===== config.mk =====
export PLATFORM = sky130hd
export DESIGN_NAME = json_string_unescape_utf8
export DESIGN_NICKNAME = d
export VERILOG_FILES = /design/src/design/jsu_pkg.sv /design/src/design/json_string_unescape_utf8.sv
export SDC_FILE = /design/constraint.sdc
export NUM_CORES = 1
export LEC_CHECK = 0
export ABC_AREA = 1
export BUFFER_PORTS_ARGS = -buffer_cell sky130_fd_sc_hd__buf_4
export CELL_PAD_IN_SITES_DETAIL_PLACEMENT = 0
export CELL_PAD_IN_SITES_GLOBAL_PLACEMENT = 1
export CORE_MARGIN = 3
export CORE_UTILIZATION = 25
export DETAILED_ROUTE_END_ITERATION = 8
export PLACE_DENSITY = 0.61
export SLEW_MARGIN = 20
export SYNTH_ARGS = -nofsm -noshare
export SYNTH_HDL_FRONTEND = slang
export SYNTH_SLANG_ARGS = --single-unit

===== constraint.sdc =====
create_clock -name clk -period 4.3 [get_ports clk]
set_input_delay 0.645 -clock clk [delete_from_list [all_inputs] [get_ports clk]]
set_output_delay 0.645 -clock clk [all_outputs]
set_load 0.005 [all_outputs]

===== src/design/jsu_pkg.sv =====
//==============================================================================
// jsu_pkg
// Shared types and codes for the JSON string unescaper: phases, result kinds,
// error codes and configuration limits.
//==============================================================================
`default_nettype none

package jsu_pkg;

    typedef logic [7:0]  byte_t;
    typedef logic [1:0]  kind_t;
    typedef logic [3:0]  err_t;
    typedef logic [3:0]  phase_t;
    typedef logic [12:0] count_t;

    localparam int MAX_LENGTH_DEFAULT = 4096;
    localparam int CFG_MAX            = 8191;

    localparam phase_t PH_IDLE   = 4'd0;
    localparam phase_t PH_STR    = 4'd1;
    localparam phase_t PH_ESC    = 4'd2;
    localparam phase_t PH_HEX_HI = 4'd3;
    localparam phase_t PH_SUR_BS = 4'd4;
    localparam phase_t PH_SUR_U  = 4'd5;
    localparam phase_t PH_HEX_LO = 4'd6;

    localparam kind_t K_BYTE = 2'd0;
    localparam kind_t K_DONE = 2'd1;
    localparam kind_t K_ERR  = 2'd2;

    localparam err_t E_NONE         = 4'd0;
    localparam err_t E_NO_QUOTE     = 4'd1;
    localparam err_t E_CONTROL      = 4'd2;
    localparam err_t E_OPEN_ESC     = 4'd3;
    localparam err_t E_UNKNOWN_ESC  = 4'd4;
    localparam err_t E_INCOMPL_HEX  = 4'd5;
    localparam err_t E_BAD_HEX      = 4'd6;
    localparam err_t E_LOW_SUR      = 4'd7;
    localparam err_t E_MISSING_LOW  = 4'd8;
    localparam err_t E_BAD_LOW      = 4'd9;
    localparam err_t E_UNTERMINATED = 4'd10;
    localparam err_t E_SIZE         = 4'd11;

    localparam byte_t CH_QUOTE = 8'h22;
    localparam byte_t CH_BSL   = 8'h5C;
    localparam byte_t CH_SLASH = 8'h2F;
    localparam byte_t CH_U     = 8'h75;

    localparam logic [0:0] REG_MAX_OUTPUT_BYTES = 1'b0;

endpackage

`default_nettype wire


===== src/design/json_string_unescape_utf8.sv =====
//==============================================================================
// json_string_unescape_utf8
// Decodes one quoted JSON string per run from a byte stream into UTF-8 bytes,
// with escape and surrogate handling, length limit and error reporting.
//==============================================================================
// Channel   Direction  Payload
// s_axis    in         tdata[7:0] data_byte, tuser input_ended
// m_axis    out        tdata[7:0] out_byte, tdata[11:8] err_code, tuser kind,
//                      tlast last
// apb       in/out     max_output_bytes at byte address 0
//
// One input byte is accepted per cycle while the buffer can take it; it updates
// the decoder state and loads the result buffer in that same edge. A code point
// that encodes to n UTF-8 bytes gives n entries on m_axis, and input waits for them.
// Input is taken while the buffer is empty or its final entry leaves this
// cycle; m_axis stalls hold the buffer and back-pressure s_axis.
// Reset is asynchronous, active low, and leaves the decoder idle.
//==============================================================================
`default_nettype none

module json_string_unescape_utf8 #(
    parameter int MAX_LENGTH = jsu_pkg::MAX_LENGTH_DEFAULT
) (
    input  wire logic           clk,
    input  wire logic           rst_n,
    input  wire logic           s_axis_tvalid,
    output logic                s_axis_tready,
    input  wire jsu_pkg::byte_t s_axis_tdata,   // [7:0] data_byte
    input  wire logic           s_axis_tuser,   // [0] input_ended
    output logic                m_axis_tvalid,
    input  wire logic           m_axis_tready,
    output logic [15:0]         m_axis_tdata,   // [7:0] out_byte, [11:8] err_code
    output jsu_pkg::kind_t      m_axis_tuser,   // [1:0] kind
    output logic                m_axis_tlast,
    input  wire logic           psel,
    input  wire logic           penable,
    input  wire logic           pwrite,
    input  wire logic [2:0]     paddr,
    input  wire logic [31:0]    pwdata,
    output logic [31:0]         prdata,
    output logic                pready
);
    import jsu_pkg::*;

    localparam int     CAP_INT   = (MAX_LENGTH > CFG_MAX) ? CFG_MAX : MAX_LENGTH;
    localparam count_t LIMIT_CAP = count_t'(CAP_INT);

    count_t          max_reg;
    phase_t          phase_reg, phase_next;
    count_t          out_count_reg, out_count_next;
    logic [15:0]     hex_reg, hex_next;
    logic [9:0]      high_reg, high_next;
    logic [1:0]      dcount_reg, dcount_next;
    logic            bad_reg, bad_next;

    logic [2:0]      buf_cnt_reg;
    kind_t           buf_kind_reg;
    err_t            buf_err_reg;
    logic [3:0][7:0] buf_bytes_reg;

    logic [2:0]      res_cnt;
    kind_t           res_kind;
    err_t            res_err;
    logic [3:0][7:0] res_bytes;

    logic            s_accept;
    logic            m_take;
    logic            cfg_write;
    count_t          limit;

    assign pready    = 1'b1;
    assign cfg_write = psel & penable & pwrite & pready & (paddr[2] == REG_MAX_OUTPUT_BYTES);
    assign prdata    = (paddr[2] == REG_MAX_OUTPUT_BYTES) ? {19'd0, max_reg} : 32'd0;
    assign limit     = (max_reg > LIMIT_CAP) ? LIMIT_CAP : max_reg;

    assign m_axis_tvalid = (buf_cnt_reg != 3'd0);
    assign m_axis_tdata  = {4'd0, buf_err_reg, buf_bytes_reg[0]};
    assign m_axis_tuser  = buf_kind_reg;
    assign m_axis_tlast  = (buf_cnt_reg == 3'd1);
    assign m_take        = m_axis_tvalid & m_axis_tready;
    assign s_axis_tready = (buf_cnt_reg == 3'd0) | ((buf_cnt_reg == 3'd1) & m_axis_tready);
    assign s_accept      = s_axis_tvalid & s_axis_tready;

    always_comb
    begin
        byte_t       c;
        logic        ended;
        logic [3:0]  dval;
        logic        not_digit;
        logic [15:0] new_hex;
        logic        new_bad;
        logic        emit;
        logic [20:0] cp;
        logic        fail;
        err_t        ecode;
        logic [2:0]  n;
        logic [3:0][7:0] enc;
        logic [13:0] total;

        c         = s_axis_tdata;
        ended     = s_axis_tuser;
        dval      = 4'd0;
        not_digit = 1'b0;
        if (c inside {[8'h30:8'h39]})
        begin
            dval = c[3:0];
        end
        else if (c inside {[8'h61:8'h66], [8'h41:8'h46]})
        begin
            dval = 4'(c[3:0] + 4'd9);
        end
        else
        begin
            not_digit = 1'b1;
        end
        new_hex = {hex_reg[11:0], dval};
        new_bad = bad_reg | not_digit;

        phase_next     = phase_reg;
        out_count_next = out_count_reg;
        hex_next       = hex_reg;
        high_next      = high_reg;
        dcount_next    = dcount_reg;
        bad_next       = bad_reg;
        emit           = 1'b0;
        cp             = 21'd0;
        fail           = 1'b0;
        ecode          = E_NONE;
        res_cnt        = 3'd0;
        res_kind       = K_BYTE;
        res_err        = E_NONE;
        res_bytes      = '0;

        case (phase_reg)
            PH_STR:
            begin
                if (ended)
                begin
                    fail  = 1'b1;
                    ecode = E_UNTERMINATED;
                end
                else if (c == CH_QUOTE)
                begin
                    phase_next = PH_IDLE;
                    res_cnt    = 3'd1;
                    res_kind   = K_DONE;
                end
                else if (c < 8'h20)
                begin
                    fail  = 1'b1;
                    ecode = E_CONTROL;
                end
                else if (c == CH_BSL)
                begin
                    phase_next = PH_ESC;
                end
                else
                begin
                    emit = 1'b1;
                    cp   = {13'd0, c};
                end
            end
            PH_ESC:
            begin
                if (ended)
                begin
                    fail  = 1'b1;
                    ecode = E_OPEN_ESC;
                end
                else
                begin
                    phase_next = PH_STR;
                    case (c)
                        CH_QUOTE, CH_BSL, CH_SLASH:
                        begin
                            emit = 1'b1;
                            cp   = {13'd0, c};
                        end
                        8'h62:
                        begin
                            emit = 1'b1;
                            cp   = 21'h08;
                        end
                        8'h66:
                        begin
                            emit = 1'b1;
                            cp   = 21'h0C;
                        end
                        8'h6E:
                        begin
                            emit = 1'b1;
                            cp   = 21'h0A;
                        end
                        8'h72:
                        begin
                            emit = 1'b1;
                            cp   = 21'h0D;
                        end
                        8'h74:
                        begin
                            emit = 1'b1;
                            cp   = 21'h09;
                        end
                        CH_U:
                        begin
                            hex_next    = 16'd0;
                            dcount_next = 2'd0;
                            bad_next    = 1'b0;
                            phase_next  = PH_HEX_HI;
                        end
                        default:
                        begin
                            fail  = 1'b1;
                            ecode = E_UNKNOWN_ESC;
                        end
                    endcase
                end
            end
            PH_HEX_HI, PH_HEX_LO:
            begin
                if (ended)
                begin
                    fail  = 1'b1;
                    ecode = E_INCOMPL_HEX;
                end
                else
                begin
                    hex_next = new_hex;
                    bad_next = new_bad;
                    if (dcount_reg != 2'd3)
                    begin
                        dcount_next = 2'(dcount_reg + 2'd1);
                    end
                    else if (new_bad)
                    begin
                        fail  = 1'b1;
                        ecode = E_BAD_HEX;
                    end
                    else if (phase_reg == PH_HEX_HI)
                    begin
                        if (new_hex[15:10] == 6'b110111)
                        begin
                            fail  = 1'b1;
                            ecode = E_LOW_SUR;
                        end
                        else if (new_hex[15:10] != 6'b110110)
                        begin
                            phase_next = PH_STR;
                            emit       = 1'b1;
                            cp         = {5'd0, new_hex};
                        end
                        else
                        begin
                            high_next  = new_hex[9:0];
                            phase_next = PH_SUR_BS;
                        end
                    end
                    else if (new_hex[15:10] != 6'b110111)
                    begin
                        fail  = 1'b1;
                        ecode = E_BAD_LOW;
                    end
                    else
                    begin
                        phase_next = PH_STR;
                        emit       = 1'b1;
                        cp         = 21'h10000 + {1'b0, high_reg, new_hex[9:0]};
                    end
                end
            end
            PH_SUR_BS:
            begin
                if (ended || c != CH_BSL)
                begin
                    fail  = 1'b1;
                    ecode = E_MISSING_LOW;
                end
                else
                begin
                    phase_next = PH_SUR_U;
                end
            end
            PH_SUR_U:
            begin
                if (ended || c != CH_U)
                begin
                    fail  = 1'b1;
                    ecode = E_MISSING_LOW;
                end
                else
                begin
                    hex_next    = 16'd0;
                    dcount_next = 2'd0;
                    bad_next    = 1'b0;
                    phase_next  = PH_HEX_LO;
                end
            end
            default:
            begin
                phase_next = PH_IDLE;
                if (ended)
                begin
                    fail  = 1'b1;
                    ecode = E_NO_QUOTE;
                end
                else if (c inside {8'h20, 8'h09, 8'h0D, 8'h0A})
                begin
                    phase_next = PH_IDLE;
                end
                else if (c != CH_QUOTE)
                begin
                    fail  = 1'b1;
                    ecode = E_NO_QUOTE;
                end
                else
                begin
                    out_count_next = '0;
                    phase_next     = PH_STR;
                end
            end
        endcase

        enc = '0;
        if (cp <= 21'h7F)
        begin
            n      = 3'd1;
            enc[0] = cp[7:0];
        end
        else if (cp <= 21'h7FF)
        begin
            n      = 3'd2;
            enc[0] = {3'b110, cp[10:6]};
            enc[1] = {2'b10, cp[5:0]};
        end
        else if (cp <= 21'hFFFF)
        begin
            n      = 3'd3;
            enc[0] = {4'b1110, cp[15:12]};
            enc[1] = {2'b10, cp[11:6]};
            enc[2] = {2'b10, cp[5:0]};
        end
        else
        begin
            n      = 3'd4;
            enc[0] = {5'b11110, cp[20:18]};
            enc[1] = {2'b10, cp[17:12]};
            enc[2] = {2'b10, cp[11:6]};
            enc[3] = {2'b10, cp[5:0]};
        end
        total = {1'b0, out_count_reg} + {11'd0, n};

        if (emit)
        begin
            if (total > {1'b0, limit})
            begin
                fail  = 1'b1;
                ecode = E_SIZE;
            end
            else
            begin
                res_cnt        = n;
                res_bytes      = enc;
                out_count_next = total[12:0];
            end
        end

        if (fail)
        begin
            phase_next = PH_IDLE;
            res_cnt    = 3'd1;
            res_kind   = K_ERR;
            res_err    = ecode;
            res_bytes  = '0;
        end
    end

    always_ff @(posedge clk or negedge rst_n)
    begin
        if (!rst_n)
        begin
            max_reg       <= LIMIT_CAP;
            phase_reg     <= PH_IDLE;
            out_count_reg <= '0;
            hex_reg       <= '0;
            high_reg      <= '0;
            dcount_reg    <= '0;
            bad_reg       <= 1'b0;
            buf_cnt_reg   <= '0;
        end
        else
        begin
            if (cfg_write)
            begin
                max_reg <= pwdata[12:0];
            end
            if (s_accept)
            begin
                phase_reg     <= phase_next;
                out_count_reg <= out_count_next;
                hex_reg       <= hex_next;
                high_reg      <= high_next;
                dcount_reg    <= dcount_next;
                bad_reg       <= bad_next;
                buf_cnt_reg   <= res_cnt;
            end
            else if (m_take)
            begin
                buf_cnt_reg <= 3'(buf_cnt_reg - 3'd1);
            end
        end
    end

    always_ff @(posedge clk)
    begin
        if (s_accept)
        begin
            buf_kind_reg  <= res_kind;
            buf_err_reg   <= res_err;
            buf_bytes_reg <= res_bytes;
        end
        else if (m_take)
        begin
            buf_bytes_reg <= {8'h00, buf_bytes_reg[3:1]};
        end
    end

    a_buf_depth: assert property (@(posedge clk) disable iff (!rst_n)
        buf_cnt_reg <= 3'd4)
        else $error("result buffer holds more than four entries");

    a_multi_is_bytes: assert property (@(posedge clk) disable iff (!rst_n)
        (buf_cnt_reg > 3'd1) |-> (buf_kind_reg == K_BYTE))
        else $error("multi-entry result is not a byte run");

    a_err_code: assert property (@(posedge clk) disable iff (!rst_n)
        m_axis_tvalid |-> ((buf_kind_reg == K_ERR) == (buf_err_reg != E_NONE)))
        else $error("error code does not match result kind");

    a_done_err_last: assert property (@(posedge clk) disable iff (!rst_n)
        (m_axis_tvalid && buf_kind_reg != K_BYTE) |-> m_axis_tlast)
        else $error("done or error transaction not marked last");

endmodule

`default_nettype wire


==> flow_summary.json <==
{
  "status": "finished, violations left",
  "violations": "negative setup slack",
  "syn_inst": 971,
  "cp.arrival_ns": 5.08,
  "grt_max_degree": 58,
  "ys_ff_latch": 92,
  "tightest_slew_ns": 0.944,
  "fill_cells": 2807,
  "dieArea_sq_um": 30100,
  "vias": 7258,
  "vdd.ir_drop.worst_v": 0.000169,
  "fin_ws_ns": -0.557,
  "fin_crit_ns": 4.86,
  "clkTransAtPathRegs_ns": 0.06,
  "dp_hpwl_um": 17500,
  "fin_worst_skew_ns": 0.0170,
  "hold_viol": 0,
  "place_ws_ns": -0.992,
  "antenna_cells": 0,
  "synthArstFlopShare_pct": 62.0,
  "drc": 0,
  "hp-class": "in2async",
  "max_freq_mhz": 206,
  "track_usage_pct": 15.5,
  "cpMaxStageDelayCell": "fa_2",
  "initial_core_util_pct": 25.7,
  "clockRootBuffer": "clkbuf_16",
  "ant_nets": 0,
  "avgSynthCellArea_sq_um": 7.22,
  "drv_slew": 0,
  "rsz0062_at_grt": "true",
  "numCtsBuffers": 9,
  "first_global_vias": 7197,
  "grt_overflow": 0,
  "timing.rr.end": "buf_bytes_reg[9]$_DFFE_PP_",
  "crit_fanout": 7,
  "final_area_sq_um": 10500,
  "crit_required_ns": 4.52,
  "nets": 1326,
  "placed_cells": 1515,
  "routedWlPerCell_um": 14.7,
  "numClockSinks": 92,
  "area_growth_pct": 49.7,
  "fin_cells": 1624,
  "core_sq_um": 27300,
  "firstDrtPassIters": 4,
  "largest_reg_flops": 21,
  "yosys_warnings": 0,
  "p_leak_nw": 4.95,
  "die_w_um": 173,
  "die_y_um": 173,
  "ios": 105,
  "cts_tree": "yes",
  "end_kind": "flop",
  "vias_per_cell": 4.47,
  "synth-main-ff-cell": "dfrtp_1",
  "syn_area_sq_um": 7010,
  "cp_slowest_stage_delay_ns": 0.34,
  "power_density_nw_per_um2": 399,
  "yosysUniqueCellTypes": 49,
  "reg2regPathDepth": 29,
  "antenna_found_initial": 0,
  "drive_gt1_share_pct": 39.8,
  "clock_path_buffers": 2,
  "yosysSeqAreaShare_pct": 35.3,
  "grt_pass1_wl_um": 38100,
  "final_cell_mix": "buf_4 (270), nand2_1 (227), nor2_1 (92)",
  "crit_family": "simple AND/OR/NAND/NOR gates",
  "start_kind": "input pin",
  "period_share_pct": 113,
  "rows": 60,
  "reg2reg_from": "phase_reg[0]$_DFFE_PN0P_",
  "cp_num_buf_inv": 9,
  "insertion_delay_ns": 0.37,
  "portBuffers": 59,
  "cts_hold_buf": 0,
  "htreeDepth": 3,
  "drt-total-wl_um": 23800,
  "setup_viol": 54,
  "place.gp.congestion": 0.842,
  "max_cap_viol_count": 0,
  "path_class": "in2reg",
  "place_area_sq_um": 8890,
  "slew_headroom_pct": 36.9,
  "final_common_cell": "buf_4",
  "drt_iter0_drc": 394,
  "synth_edf_count": 35,
  "r2r_slack_ns": -0.55
}
## report_power, final
part	switching, mW	internal, mW
sequential	0.153	1.23
combinational	1.13	0.913
clock	0.373	0.392
## worst max-delay path by stage
stage / slack (ns) / depth (start not counted) / from / end
5_1_grt: -0.75 / 29 / phase_reg[0]$_DFFE_PN0P_ / buf_bytes_reg[10]$_DFFE_PP_
3_5_place_dp: -0.99 / 35 / s_axis_tdata[1] / buf_bytes_reg[28]$_SDFFCE_PP0P_
6_report: -0.56 / 33 / s_axis_tdata[1] / buf_bytes_reg[9]$_DFFE_PP_
2_1_floorplan: -0.54 / 34 / s_axis_tdata[1] / buf_bytes_reg[27]$_SDFFCE_PP0P_
3_3_place_gp: -0.93 / 35 / s_axis_tdata[1] / buf_bytes_reg[9]$_DFFE_PP_
4_1_cts: -0.34 / 32 / phase_reg[0]$_DFFE_PN0P_ / buf_bytes_reg[9]$_DFFE_PP_
## layout make-up
class | count | area, sq um | area share [%]
clock buffer | 10 | 229 | 2.18
clock inverter | 6 | 41.3 | 0.393
sequential | 92 | 2480 | 23.6
multi-input combinational | 719 | 4390 | 41.8
timing repair buffer | 296 | 2370 | 22.6
inverter | 129 | 526 | 5.01
tap | 372 | 465 | 4.43
## Yosys cell counts (2+ instances only)
| cell type | instances | area, sq um |
|---|---|---|
| nand2_2 | 13 | 81.3 |
| nor2_1 | 106 | 398 |
| nor2_4 | 8 | 90.1 |
| inv_1 | 107 | 402 |
| nand3_1 | 48 | 240 |
| nand2_4 | 3 | 33.8 |
| buf_2 | 2 | 10.0 |
| nand3_2 | 8 | 80.1 |
| nand3_4 | 2 | 35.0 |
| conb_1 | 2 | 7.51 |
| ha_1 | 27 | 338 |
| nand4_1 | 30 | 188 |
| a31oi_1 | 4 | 25.0 |
| dfrtp_1 | 56 | 1400 |
| a21oi_4 | 2 | 32.5 |
| nand2_1 | 251 | 942 |
| mux2_2 | 4 | 45.0 |
| o31ai_1 | 5 | 37.5 |
| mux2i_1 | 2 | 20.0 |
| buf_4 | 33 | 248 |
| edfxtp_1 | 35 | 1050 |
| inv_4 | 2 | 12.5 |
| o22ai_1 | 13 | 81.3 |
| o21ai_1 | 11 | 55.1 |
| clkbuf_1 | 17 | 63.8 |
| o21ai_0 | 48 | 240 |
| nor4_1 | 6 | 37.5 |
| nor2_8 | 3 | 60.1 |
| o211ai_1 | 7 | 52.6 |
| nor2_2 | 11 | 68.8 |
| o21a_1 | 2 | 15.0 |
| nor3_1 | 11 | 55.1 |
| inv_2 | 19 | 71.3 |
| a21oi_1 | 48 | 240 |
| xor2_1 | 10 | 87.6 |
| a21oi_2 | 2 | 17.5 |
## per-layer routing
metal,routed length (um),up-vias,track usage [%],share of wire (%)
met2,11100,124,25.0,47
met4,377,0,4.49,1.6
met5,0,-,0,0
li1,-,3698,-,-
met1,11500,3406,21.7,48
met3,834,30,2.21,3.5
## cells by family after synthesis
| kind of cell | after synthesis | share of synthesized area, % |
|---|---|---|
| and+or+nand+nor | 502 | 33.4 |
| buffers and inverters | 183 | 11.8 |
| AOI/OAI and AO/OA | 147 | 12.0 |
| DFF | 92 | 35.3 |
| adders and majority gates | 28 | 5.10 |
| xor gates and xnor gates | 11 | 1.37 |
| muxes | 6 | 0.928 |
| other | 2 | 0.107 |
## metrics by stage
stage	hold slack (ns)	total power [mW]	util (%)	TNS (ns)
floorplan	0.349	2.42	-	-20.79
global placement	0.471	3.12	32.6	-45.39
detailed placement	0.477	3.12	32.6	-48.58
CTS	0.405	4.04	36.9	-13.42
global route	0.444	4.51	38.5	-35.09
finish	0.365	4.19	38.5	-24.46
## worst register-to-register path, delay by kind of cell, from the launching register on
family          cells  cell delay, ns
compound gates      2            0.26
xor+xnor            1            0.24
fa+ha+maj           3            0.79
buf+inv             8            0.89
flops               1            0.38
mux                 1            0.23
simple gates       14            1.93
## what timing repair did
item	4_1_cts	5_1_grt
buffers inserted	72	21
pin swaps	56	54
gates cloned	3	0
endpoints found under the hold margin	0	0
resized for setup	68	89
setup endpoints to repair	54	54
Note: power is estimated with default switching activity, not from simulation.
